## src/design/cst_pkg.sv

```systemverilog
`timescale 1ns / 1ps
package cst_pkg;

	// Fixed-point formats
	localparam int FRAC_BITS  = 14;
	localparam int INT_BITS   = 30;
	localparam int MAX_SLICES = 16383;
	localparam int MIN_SLICES = 3;

	// Working widths
	localparam int IDX_W  = 14;
	localparam int NUM_W  = IDX_W + 3;  // 4*(i+1) fits here
	localparam int CRD_W  = 33;         // signed CORDIC datapath
	localparam int ANG_W  = 31;         // residual angle, Q30 radians
	localparam int OUT_W  = 16;
	localparam int MAG_W  = 15;

	// pi/2 in Q30, doubled for the rounding divide
	localparam logic [31:0] HALF_PI_X2 = 32'd3373259426;
	localparam logic signed [CRD_W-1:0] CORDIC_GAIN = 33'sd652032874;
	localparam logic [MAG_W-1:0] TOP_HEIGHT = MAG_W'(1 << FRAC_BITS);

	// Quadrant divider: one quotient bit per step
	localparam int QD_BITS   = NUM_W;
	localparam int QD_PER    = 3;
	localparam int QD_STAGES = (QD_BITS + QD_PER - 1) / QD_PER;

	// Angle divider
	localparam int AD_BITS   = ANG_W;
	localparam int AD_PER    = 4;
	localparam int AD_STAGES = (AD_BITS + AD_PER - 1) / AD_PER;

	// CORDIC rotations
	localparam int CD_ITERS  = INT_BITS;
	localparam int CD_PER    = 2;
	localparam int CD_STAGES = (CD_ITERS + CD_PER - 1) / CD_PER;

	// Input to result register, in pipeline stages
	localparam int LANE_LAT = QD_STAGES + 1 + AD_STAGES + CD_STAGES + 1;

	// Result record kinds
	localparam logic KIND_VERTEX   = 1'b0;
	localparam logic KIND_TRIANGLE = 1'b1;

	// Result slots of one slice
	localparam logic [2:0] SLOT_TRI_A = 3'd4;
	localparam logic [2:0] SLOT_TRI_B = 3'd5;

	// Sine/cosine pair of one angle
	typedef struct packed {
		logic signed [OUT_W-1:0] sn;
		logic signed [OUT_W-1:0] cs;
	} trig_t;

	// Arctangent of 2^-k in Q30
	function automatic logic signed [CRD_W-1:0] arc_of(input int k);
		logic signed [CRD_W-1:0] a;
		case (k)
			0: a = 33'sd843314857;
			1: a = 33'sd497837829;
			2: a = 33'sd263043837;
			3: a = 33'sd133525159;
			4: a = 33'sd67021687;
			5: a = 33'sd33543516;
			6: a = 33'sd16775851;
			7: a = 33'sd8388437;
			8: a = 33'sd4194283;
			9: a = 33'sd2097149;
			default: a = CRD_W'(64'sd1 << (INT_BITS - k));
		endcase
		return a;
	endfunction

	// Clamp to [0, 1] and round half up to the output format
	function automatic logic [MAG_W-1:0] to_out(input logic signed [CRD_W-1:0] v);
		logic [CRD_W-1:0] c;
		logic [CRD_W:0] r;
		if (v[CRD_W-1])
			c = '0;
		else if (v > (CRD_W'(64'sd1 << INT_BITS)))
			c = CRD_W'(64'd1 << INT_BITS);
		else
			c = v;
		r = {1'b0, c} + (CRD_W+1)'(64'd1 << (INT_BITS - FRAC_BITS - 1));
		return r[INT_BITS - FRAC_BITS + MAG_W - 1 : INT_BITS - FRAC_BITS];
	endfunction

endpackage

```

## src/design/cst_emit.sv

```systemverilog
`timescale 1ns / 1ps
module cst_emit (
	input  logic                          clk,
	input  logic                          arst_n,
	input  logic                          item_valid,
	input  logic [cst_pkg::IDX_W-1:0]     item_index,
	input  cst_pkg::trig_t                trig_first,
	input  cst_pkg::trig_t                trig_second,
	output logic                          take,
	output logic                          out_valid,
	input  logic                          out_stall,
	output logic                          result_kind,
	output logic signed [15:0]            vertex_x,
	output logic [14:0]                   vertex_y,
	output logic signed [15:0]            vertex_z,
	output logic signed [15:0]            normal_x,
	output logic signed [15:0]            normal_z,
	output logic [15:0]                   corner_a,
	output logic [15:0]                   corner_b,
	output logic [15:0]                   corner_c,
	output logic                          last
);

	logic                      busy_q;
	logic [2:0]                slot_q;
	logic [cst_pkg::IDX_W-1:0] idx_q;
	cst_pkg::trig_t            first_q;
	cst_pkg::trig_t            second_q;
	logic [15:0]               base;
	cst_pkg::trig_t            cur;

	// Free once the sixth result of the held request leaves
	assign take = !busy_q || (slot_q == cst_pkg::SLOT_TRI_B && !out_stall);

	// Hold the request and step through its six results
	always_ff @(posedge clk or negedge arst_n) begin
		if (!arst_n) begin
			busy_q <= 1'b0;
			slot_q <= '0;
		end else if (take) begin
			busy_q <= item_valid;
			slot_q <= '0;
		end else if (!out_stall) begin
			slot_q <= slot_q + 3'd1;
		end
	end

	always_ff @(posedge clk) begin
		if (take && item_valid) begin
			idx_q    <= item_index;
			first_q  <= trig_first;
			second_q <= trig_second;
		end
	end

	assign base = {idx_q, 2'b00};
	assign cur  = slot_q[0] ? second_q : first_q;

	// Drive the result fields for the current slot
	always_comb begin
		result_kind = cst_pkg::KIND_VERTEX;
		vertex_x    = '0;
		vertex_y    = '0;
		vertex_z    = '0;
		normal_x    = '0;
		normal_z    = '0;
		corner_a    = '0;
		corner_b    = '0;
		corner_c    = '0;
		last        = 1'b0;
		case (slot_q)
			cst_pkg::SLOT_TRI_A: begin
				result_kind = cst_pkg::KIND_TRIANGLE;
				corner_a    = base;
				corner_b    = base + 16'd3;
				corner_c    = base + 16'd1;
			end
			cst_pkg::SLOT_TRI_B: begin
				result_kind = cst_pkg::KIND_TRIANGLE;
				corner_a    = base;
				corner_b    = base + 16'd2;
				corner_c    = base + 16'd3;
				last        = 1'b1;
			end
			default: begin
				vertex_x = cur.sn;
				vertex_z = cur.cs;
				normal_x = cur.sn;
				normal_z = cur.cs;
				vertex_y = slot_q[1] ? '0 : cst_pkg::TOP_HEIGHT;
			end
		endcase
	end

	assign out_valid = busy_q;

endmodule

```

## config.mk

```make
export PLATFORM = sky130hd
export DESIGN_NAME = cst_emit
export DESIGN_NICKNAME = d
export VERILOG_FILES = /design/src/design/cst_pkg.sv /design/src/design/cst_emit.sv
export SDC_FILE = /design/constraint.sdc
export NUM_CORES = 1
export LEC_CHECK = 0
export BUFFER_PORTS_ARGS = -buffer_cell sky130_fd_sc_hd__buf_2
export CAP_MARGIN = 20
export CORE_AREA = 2 2 79 118
export CTS_CLUSTER_SIZE = 40
export DETAILED_ROUTE_END_ITERATION = 12
export DIE_AREA = 0 0 81 120
export PLACE_DENSITY = 0.79
export SLEW_MARGIN = 20
export SYNTH_ARGS = -nofsm -noshare
export SYNTH_HDL_FRONTEND = slang
export SYNTH_SLANG_ARGS = --single-unit
```

## constraint.sdc

```tcl
create_clock -name clk -period 3.7 [get_ports clk]
set_input_delay 0.555 -clock clk [delete_from_list [all_inputs] [get_ports clk]]
set_output_delay 0.555 -clock clk [all_outputs]
set_load 0.01 [all_outputs]
```

# Yosys cells after proc, flatten, opt, wreduce, memory -nomap -nowiden

Index checks and enable logic that the tools add are counted.

Eq/ne operators: 3
Reduce and logical (&&, ||, !) cells: 6
Add/subtract/negate cells: 4
Multiplexer cells: 12

Operator list:

| kind                    | count |
|---|---|
| $pmux W16 S2            | 2 |
| $mux W16                | 3 |
| $add A16 B2 Y16 const B | 2 |
| $mux W32                | 1 |
| $mux W15                | 2 |
| $add A16 B1 Y16 const B | 1 |
| $eq A3 B3 Y1 const B    | 2 |
| $mux W3                 | 2 |
| $add A3 B1 Y3 const B   | 1 |
| $logic_and A1 B1 Y1     | 2 |
| $logic_not A1 Y1        | 2 |
| $mux W1                 | 2 |
| $ne A2 B2 Y1 const B    | 1 |
| $reduce_or A2 Y1        | 1 |
| $logic_or A1 B1 Y1      | 1 |

Input bits: 82
Output and inout port bits: 131
Bits in registers: 82

# Depth between registers and ports, before layout

Gate-level depths: netlist of the first run.

Word-level depth: 4
Mapped depth: 8

# Worst setup path after synthesis of the first run

OpenSTA, ideal clock, no wires.

Path kind: reg-to-reg
From: reg slot_q[1]
To: reg first_q[0] (netlist name), enable pin
Cell stages (with the launch flop): 6
Data required time: 3.255 ns
Data arrival time: 2.931 ns
Library setup time: 0.445 ns
Setup slack: 0.324 ns
Period minus slack after synthesis: 3.376 ns
Cell sequence: dfrtp_1 inv_1 ha_1 nand2_1 o21ai_1 and2_1

Cells in the longest elaborated chain, start to end: 4

Ends and longest elaborated chain:

| what                     | line           | RTL |
|---|---|---|
| start: declaration       | cst_emit.sv:25 | `logic [2:0] slot_q;` |
| start signal: assignment | cst_emit.sv:44 | `slot_q <= slot_q + 3'd1;` |
| $eq A3 B3 Y1             | cst_emit.sv:33 | `assign take = !busy_q \|\| (slot_q == cst_pkg::SLOT_TRI_B && !out_stall);` |
| $logic_and A1 B1 Y1      | cst_emit.sv:33 |  |
| $logic_or A1 B1 Y1       | cst_emit.sv:33 |  |
| net take                 | cst_emit.sv:9  | `output logic take,` |
| $logic_and A1 B1 Y1      | cst_emit.sv:49 | `if (take && item_valid) begin` |
| end signal: assignment   | cst_emit.sv:51 | `first_q <= trig_first;` |
| end: declaration         | cst_emit.sv:27 | `cst_pkg::trig_t first_q;` |

The timed path passes the listed nets, and every way through them passes these cells.
A chain may end at the register's enable or synchronous reset.

# Worst setup path in the final report of the first run

From: reg slot_q[1]
To: out corner_c[6]

Cells in the longest elaborated chain, start to end: 2

Ends and longest elaborated chain:

| what             | line           | RTL |
|---|---|---|
| $eq A3 B3 Y1     | cst_emit.sv:71 | `case (slot_q)` |
| $pmux W16 S2 *   | cst_emit.sv:71 |  |
| end: declaration | cst_emit.sv:20 | `output logic [15:0] corner_c,` |

Every way passes the cells marked *; elsewhere a longest branch is shown, timed or not.

==> impl_metrics.py, run 1 <==
metrics = {
    "worst_setup_path": {
        "max_stage_delay_ns": 0.60,
        "worst-path-buf-inv": 2,
        "start_kind": "flop",
        "crit_required_ns": 3.14,
        "critPathArrivalTime_ns": 2.15,
        "crit_family": "simple AND/OR/NAND/NOR gates",
        "end_kind": "output port",
        "slowest_stage": "nor2b_4",
        "crit_cells": 4,
        "r2r_cells": 4,
        "timing.rr.end": "second_q[28]",
        "cp_cell_sequence": "nor2b_4, buf_4, and3_1, buf_2",
        "path_class": "reg -> out",
        "crit_start": "slot_q[1]",
        "r2r-start": "slot_q[0]",
        "r2r_slack_ns": 1.12,
        "cp_max_fo": 34,
        "worstSetupEndpoint": "corner_c[6]",
    },
    "placed_design": {
        "place_area_um2": 4420,
        "place.gp.congestion": 0.712,
        "hpwl_um": 5440,
        "portBuffers": 196,
    },
    "global_routing": {
        "overflow": 0,
        "grt_pass1_wl_um": 10500,
        "antenna_found_initial": 0,
        "first_global_vias": 2225,
        "grt_use_total": 0.149,
        "grt_max_degree": 79,
    },
    "synth": {
        "netlist_area_um2": 3820,
        "syn_avg_cell_area_um2": 13.8,
        "yosys_warnings": 0,
        "synth_cell_type_count": 21,
        "synth-compound-area-share": 0.00852,
        "synth_top_family_by_area": "buffers and inverters",
        "synthAdderAreaFrac": 0.00983,
        "ys_seq_area_frac": 0.640,
        "synth-simple-area-share": 0.0983,
        "synth_xor_area_frac": 0,
        "synth-seq-cells": 82,
        "synth_mux_area_frac": 0.0839,
        "synth_cells": 277,
    },
    "floorplan": {
        "initial_utilization": 0.438,
        "die_width_um": 81,
        "die-area_um2": 9720,
        "rows": 42,
        "io_pins": 213,
        "die_h_um": 120,
        "core_area_um2": 8720,
    },
    "route": {
        "drc_errors": 0,
        "routedWlPerCell_um": 13.6,
        "final_antenna_net_count": 0,
        "firstDrtPassIters": 4,
        "vias": 2436,
        "wirelength_um": 7290,
        "vias_per_cell": 4.54,
        "drt_iter0_markers": 100,
    },
    "power_and_ir_drop": {
        "leakage_nw": 2.24,
        "powerDensity_nw_per_um2": 661,
        "ir_drop_v": 0.000325,
    },
    "finish": {
        "n_antenna_cell": 0,
        "fillers": 763,
        "final_common_cell": "buf_2",
        "fin_area_um2": 4660,
        "area_growth_pct": 22.1,
        "mostFrequentLayoutCells": "buf_2, edfxtp_1, nor2_1",
        "layout-drive-gt1-share": 0.495,
        "nNetsFinal": 510,
    },
    "timing": {
        "setup_viol": 0,
        "finalHoldViolations": 0,
        "period_needed_ns": 2.71,
        "fin_skew_ns": 0.00514,
        "tns_ns": 0,
        "fin_hold_ws_ns": 0.0303,
        "fmax_mhz": 369,
        "worst_slew_margin_rel": 0.343,
        "worst_pin_slew_ns": 0.986,
        "drv_slew": 0,
        "fin_crit_sh": 0.732,
        "rsz0062_at_grt": "false",
    },
    "clocking": {
        "cts_root_buffer": "clkbuf_16",
        "clk_path_buf_depth": 2,
        "cts_buffers": 9,
        "post_cts_buffers": 0,
        "tritoncts": "built",
        "path_clk_slew_ns": 0.05,
        "holdBufCountCts": 0,
        "post_cts_resized": 0,
        "cts_htree_levels": 3,
        "clock_latency_ns": 0.33,
        "clkSinkCount": 82,
    },
    "min_path": {
        "holdCritPathClass": "in -> async",
    },
    "job": {
        "max_cap_viol_count": 0,
    },
    "run_status": {
        "status": "finished clean",
    },
}
## through the flow
step	instances	power (mW)	util	worst slack [ns]
finish	536	3.08	0.534	0.993
global route	536	3.26	0.534	0.802
CTS	536	3.12	0.534	0.954
detailed placement	524	2.38	0.507	1.12
global placement	524	2.35	0.507	1.25
floorplan	292	2.17	-	0.324
## area by class of cell
type,count,area [µm²],area share
clock buffer,10,229,0.0491
tap,110,138,0.0295
timing repair buffer,198,996,0.214
clock inverter,2,8.76,0.00188
multi-input combinational,131,833,0.179
sequential,82,2440,0.524
inverter,3,11.3,0.00242
## worst min path at each step
| stage | start | endpoint | slack (ns) |
|---|---|---|---|
| 2_1_floorplan | arst_n | out_valid | 0.26 |
| 3_3_place_gp | arst_n | slot_q[2] | 0.36 |
| 3_5_place_dp | arst_n | slot_q[2] | 0.37 |
| 4_1_cts | arst_n | slot_q[2] | 0.02 |
| 5_1_grt | arst_n | slot_q[2] | 0.02 |
| 6_report | arst_n | slot_q[2] | 0.03 |
## cell families after synthesis
family,count (synthesis)
flops,82
buf+inv,79
simple gates,75
mux,32
compound gates,5
fa+ha+maj,3
other cells,1
## registers in the layout, indices dropped and copies added (netlist names)
register   cells
first_q       32
idx_q         14
out_valid      1
second_q      32
slot_q         3
## Yosys cell counts
master	instances	area share
edfxtp_1	78	0.61
buf_4	68	0.13
nor2_1	36	0.035
mux2i_1	32	0.084
and2_1	16	0.026
and3_1	14	0.023
buf_6	7	0.021
dfrtp_1	4	0.026
nand2_1	4	0.0039
a21boi_0	3	0.0059
ha_1	3	0.0098
inv_1	3	0.0029
clkbuf_2	1	0.0013
conb_1	1	0.00098
nand2b_1	1	0.0016
nand3b_1	1	0.0020
nor2b_2	1	0.0023
o21ai_0	1	0.0013
o21ai_1	1	0.0013
or2_1	1	0.0016
or3b_1	1	0.0023
## power breakdown
part	leakage (nW)	internal, mW	switching [mW]	total [mW]
sequential	0.750	1.11	0.0715	1.18
combinational	1.37	0.483	0.681	1.16
clock	0.118	0.435	0.298	0.733
total	2.24	2.03	1.05	3.08
## layer usage
layer	part of all wire	wire, µm	vias up	track usage
met2	0.58	4230	107	0.269
met3	0.057	419	12	0.0323
met4	0.022	158	0	0.0900
met5	0	0	-	0
li1	-	-	1172	-
met1	0.34	2480	1145	0.151
Note: power is estimated with default switching activity, not from simulation.
==> inputs of run 2 (changes only) <==
Settings changed: ABC_AREA set to 1, CORE_AREA 2 2 79 118 to 2 2 79 119, DIE_AREA 0 0 81 120 to 0 0 81 121, PLACE_DENSITY 0.79 to 0.8.
Clock period 3.7 ns to 2.55 ns, I/O delays scaled along.
==> impl_metrics.py, run 2 <==
metrics = {
    "synth": {
        "synth_cell_type_count": 21,
        "syn_avg_cell_area_um2": 11.8,
        "synthTopCellsByCount": "edfxtp_1, buf_4, nand2_1, a21oi_1, nor2_1",
        "synth_cells": 329,
        "ys_seq_area_frac": 0.630,
        "netlist_area_um2": 3880,
        "synth_top_family_by_area": "buffers and inverters",
        "synthAdderAreaFrac": 0.00968,
        "synth-compound-area-share": 0.0549,
        "synth-edff-count": 78,
        "synth-seq-cells": 82,
        "yosys.area.top_type": "edfxtp_1",
        "synth_flop_cell": "edfxtp_1",
        "async_reset_ff_frac": 0.0488,
        "synth_xor_area_frac": 0,
        "synth-simple-area-share": 0.131,
        "synth_most_common_cell": "edfxtp_1",
        "yosys_warnings": 0,
        "synth.top_cell.area_share": 0.604,
        "synthTopCellsByArea": "edfxtp_1, buf_4, nand2_1",
        "synth_mux_area_frac": 0,
    },
    "job": {
        "max_cap_viol_count": 0,
    },
    "route": {
        "routedWlPerCell_um": 13.7,
        "drc_errors": 0,
        "drt_iter0_markers": 76,
        "vias": 2730,
        "final_antenna_net_count": 0,
        "firstDrtPassIters": 4,
        "wirelength_um": 8160,
        "vias_per_cell": 4.59,
    },
    "clocking": {
        "cts_root_buffer": "clkbuf_16",
        "clock_latency_ns": 0.33,
        "cts_htree_levels": 3,
        "holdBufCountCts": 1,
        "clk_path_buf_depth": 2,
        "post_cts_resized": 0,
        "cts_buffers": 9,
        "post_cts_buffers": 0,
        "clkSinkCount": 82,
        "path_clk_slew_ns": 0.06,
        "tritoncts": "built",
    },
    "power_and_ir_drop": {
        "ir_drop_v": 0.000720,
        "powerDensity_nw_per_um2": 1090,
        "total_power_mw": 5.23,
        "leakage_nw": 2.28,
    },
    "placed_design": {
        "place.gp.congestion": 0.805,
        "place_area_um2": 4520,
        "dp_cells": 578,
        "hpwl_um": 6010,
        "portBuffers": 196,
    },
    "global_routing": {
        "overflow": 0,
        "grt_max_degree": 41,
        "first_global_vias": 2500,
        "grt_use_total": 0.163,
        "grt_pass1_wl_um": 11800,
        "antenna_found_initial": 0,
    },
    "timing": {
        "finalHoldViolations": 0,
        "period_needed_ns": 2.31,
        "worst_slew_margin_rel": 0.519,
        "fin_skew_ns": 0.00622,
        "fin_crit_sh": 0.908,
        "drv_slew": 0,
        "fmax_mhz": 432,
        "tns_ns": 0,
        "setup_viol": 0,
        "worst_pin_slew_ns": 0.721,
        "fin_hold_ws_ns": 0.227,
        "rsz0062_at_grt": "false",
    },
    "min_path": {
        "holdPathStages": 1,
        "hold_start": "trig_second[13]",
        "holdCritPathClass": "in -> reg",
        "worstHoldEndpoint": "second_q[13]",
    },
    "floorplan": {
        "die_width_um": 81,
        "die_h_um": 121,
        "rows": 42,
        "initial_utilization": 0.444,
        "die-area_um2": 9800,
        "core_area_um2": 8720,
        "io_pins": 213,
    },
    "worst_setup_path": {
        "cp_max_fo": 19,
        "r2r_slack_ns": 0.56,
        "r2r-start": "slot_q[1]",
        "crit_required_ns": 2.17,
        "end_kind": "output port",
        "path_class": "reg -> out",
        "start_kind": "flop",
        "timing.rr.end": "first_q[13]",
        "critPathArrivalTime_ns": 1.93,
        "r2r_cells": 7,
        "crit_start": "slot_q[0]",
    },
    "finish": {
        "top_regs": "first_q: 32 flops, second_q: 32 flops, idx_q: 14 flops",
        "final_common_cell": "buf_2",
        "mostFrequentLayoutCells": "buf_2, edfxtp_1, nand2_1",
        "fin_area_um2": 4810,
        "n_antenna_cell": 0,
        "stdcell_count": 595,
        "area_growth_pct": 23.9,
        "layout-drive-gt1-share": 0.501,
        "nNetsFinal": 565,
    },
    "run_status": {
        "status": "finished clean",
    },
}
run 2: cell types whose count changed after synthesis, moves of 15 or more:
cell / previous run / this run
nand2_1: 4 / 70
mux2i_1: 32 / 0
a21oi_1: 0 / 23
nor2_1: 36 / 19
and2_1: 16 / 0
inv_1: 3 / 18
run 2: report_power, final:
group          switching [mW]  total (mW)  internal (mW)
Combinational            1.54        2.37          0.827
Clock                   0.453        1.20          0.744
Sequential             0.0486        1.66           1.61
Total                    2.05        5.23           3.19
run 2: worst max-delay path by stage:
| stage | to | slack (ns) | cells past startpoint |
|---|---|---|---|
| global route | corner_c[5] | 0.1 | 6 |
| CTS | corner_c[5] | 0.20 | 6 |
| global placement | first_q[11] | 0.63 | 7 |
| finish | corner_c[5] | 0.24 | 6 |
| floorplan | first_q[0] | 0.002 | 6 |
| detailed placement | second_q[15] | 0.55 | 7 |
run 2: area by class of cell:
cell class / instances / area, µm²
Sequential cell: 82 / 2440
Fill cell: 757 / 3920
Inverter: 22 / 85.1
Clock inverter: 5 / 45.0
Tap cell: 110 / 138
Multi-Input combinational cell: 162 / 827
Timing Repair Buffer: 203 / 1040
Clock buffer: 11 / 233
run 2: per-stage QoR:
| stage | setup slack (ns) | utilization |
|---|---|---|
| after floorplan | 0.00202 | - |
| after global placement | 0.627 | 0.518 |
| after detailed placement | 0.547 | 0.518 |
| after CTS | 0.201 | 0.551 |
| after global routing | 0.0981 | 0.551 |
| final | 0.235 | 0.551 |
run 2: critical path, stage by stage, from the launching register on:
cell     delay, ns
dfrtp_1       0.37
buf_4         0.26
inv_4         0.05
ha_1          0.24
nor2_4        0.40
nor3_2        0.12
buf_2         0.16
run 2: cells by family after synthesis:
kind of cell / after synthesis
other cells: 1
buf+inv: 100
simple gates: 108
fa+ha+maj: 3
compound gates: 35
flops: 82
run 2: metal layers:
metal / up-vias / track usage / share of wire
met5: - / 0 / 0
met3: 13 / 0.0372 / 0.069
met1: 1267 / 0.164 / 0.34
li1: 1317 / - / -
met4: 0 / 0.0742 / 0.022
met2: 133 / 0.308 / 0.57
==> inputs of run 3 (changes only) <==
Settings changed: CORE_AREA 2 2 79 119 to 2 2 96 98, DIE_AREA 0 0 81 121 to 0 0 98 100.
==> impl_metrics.py, run 3 (synthesized netlist as in run 2, its figures left out) <==
metrics = {
    "worst_setup_path": {
        "critPathArrivalTime_ns": 1.83,
        "r2r_slack_ns": 0.59,
        "start_kind": "flop",
        "crit_start": "slot_q[0]",
        "r2r_cells": 7,
        "cp_max_fo": 14,
        "crit_family": "simple AND/OR/NAND/NOR gates",
        "timing.rr.end": "first_q[20]",
        "slowest_stage": "nor2_4",
        "path_class": "reg -> out",
        "max_stage_delay_ns": 0.40,
        "crit_required_ns": 2.17,
        "end_kind": "output port",
        "r2r-start": "slot_q[1]",
        "crit_cells": 6,
        "cp_cell_sequence": "buf_4, inv_4, ha_1, nor2_4, nor3_2, buf_2",
        "worst-path-buf-inv": 3,
    },
    "power_and_ir_drop": {
        "ir_drop_v": 0.000495,
        "leakage_nw": 2.22,
        "total_power_mw": 4.76,
        "powerDensity_nw_per_um2": 1020,
    },
    "route": {
        "drc_errors": 0,
        "final_antenna_net_count": 0,
        "top_layer": "met4",
        "vias_per_cell": 4.51,
        "vias": 2685,
        "wirelength_um": 7930,
        "wl_met1_um": 2860,
        "wl_met3_um": 530,
        "drt_iter0_markers": 91,
        "routedWlPerCell_um": 13.3,
        "firstDrtPassIters": 4,
        "met2WireLength_um": 4320,
    },
    "timing": {
        "finalHoldViolations": 0,
        "fmax_mhz": 453,
        "fin_hold_ws_ns": 0.216,
        "period_needed_ns": 2.21,
        "setup_viol": 0,
        "worst_pin_slew_ns": 0.728,
        "rsz0062_at_grt": "false",
        "setup_ws_ns": 0.340,
        "fin_skew_ns": 0.00809,
        "drv_slew": 0,
        "worst_slew_margin_rel": 0.514,
        "fin_crit_sh": 0.867,
        "tns_ns": 0,
    },
    "min_path": {
        "worstHoldEndpoint": "first_q[31]",
        "holdCritPathClass": "in -> reg",
        "holdPathStages": 1,
        "hold_start": "trig_first[31]",
    },
    "placed_design": {
        "hpwl_um": 5790,
        "place_ws_ns": 0.616,
        "dp_cells": 578,
        "portBuffers": 196,
        "place.gp.congestion": 0.804,
    },
    "global_routing": {
        "grt_use_total": 0.157,
        "first_global_vias": 2544,
        "grt_pass1_wl_um": 11900,
        "grt_max_degree": 79,
        "overflow": 0,
        "antenna_found_initial": 1,
    },
    "finish": {
        "area_growth_pct": 20.9,
        "final_common_cell": "buf_2",
        "seqCellArea_um2": 2440,
        "multiInputGateArea_um2": 827,
        "layout-drive-gt1-share": 0.502,
        "mostFrequentLayoutCells": "buf_2, edfxtp_1, nand2_1",
        "fillers": 775,
        "top_regs": "first_q: 32 flops, second_q: 32 flops, idx_q: 14 flops",
        "nNetsFinal": 564,
        "stdcell_count": 596,
    },
    "clocking": {
        "clock_latency_ns": 0.33,
        "path_clk_slew_ns": 0.08,
        "cts_buffers": 9,
        "tritoncts": "built",
        "cts_htree_levels": 3,
        "clk_path_buf_depth": 2,
        "post_cts_buffers": 0,
        "cts_root_buffer": "clkbuf_8",
        "clkSinkCount": 82,
    },
    "floorplan": {
        "rows": 35,
        "core_area_um2": 8890,
        "die_h_um": 100,
        "io_pins": 213,
        "die-area_um2": 9800,
        "initial_utilization": 0.436,
        "die_width_um": 98,
    },
    "run_status": {
        "status": "finished clean",
    },
    "job": {
        "max_cap_viol_count": 0,
    },
}
==> run 3: changes by cell type in the layout (fill, tap and decap cells not counted) <==
cell | previous run | this run
buf_4 | 6 | 4
clkbuf_16 | 9 | 0
bufinv_16 | 1 | 0
clkbuf_8 | 0 | 9
clkinv_1 | 4 | 3
buf_12 | 0 | 1
clkinv_2 | 0 | 2
diode_2 | 0 | 1
==> run 3: worst max-delay path by stage <==
stage / end / slack, ns
after global routing: vertex_x[12] / 0.19
after floorplan: first_q[0] / 0.002
after detailed placement: second_q[7] / 0.62
final: corner_b[6] / 0.34
after global placement: second_q[2] / 0.71
after CTS: corner_b[6] / 0.31
==> run 3: metal layers <==
| layer | up-vias | GRT usage |
|---|---|---|
| li1 | 1309 | - |
| met1 | 1228 | 0.174 |
| met2 | 133 | 0.282 |
| met3 | 15 | 0.0313 |
| met4 | 0 | 0.0908 |
| met5 | - | 0 |
==> run 3: area by class of cell <==
class,instances,area share
Clock buffer,11,0.0280
Tap cell,111,0.0296
Sequential cell,82,0.521
Multi-Input combinational cell,162,0.176
Clock inverter,5,0.00454
Antenna cell,1,0.000534
Inverter,22,0.0181
Timing Repair Buffer,202,0.222
==> run 3: power breakdown <==
part	internal, mW	total (mW)	switching (mW)	leakage [nW]
logic	0.829	2.35	1.52	1.39
clock network	0.341	0.753	0.412	0.0796
registers	1.61	1.66	0.0475	0.751
==> run 3: repair_timing <==
item / 4_1_cts / 5_1_grt
hold endpoints to repair: 4 / 0
resized for setup: 0 / 0
hold buffers: 1 / 0
==> run 3: per-stage QoR <==
step / util / cell area, µm²
after floorplan: - / 3940
after global placement: 0.509 / 4520
after detailed placement: 0.509 / 4520
after CTS: 0.527 / 4690
after global routing: 0.528 / 4690
final: 0.528 / 4690
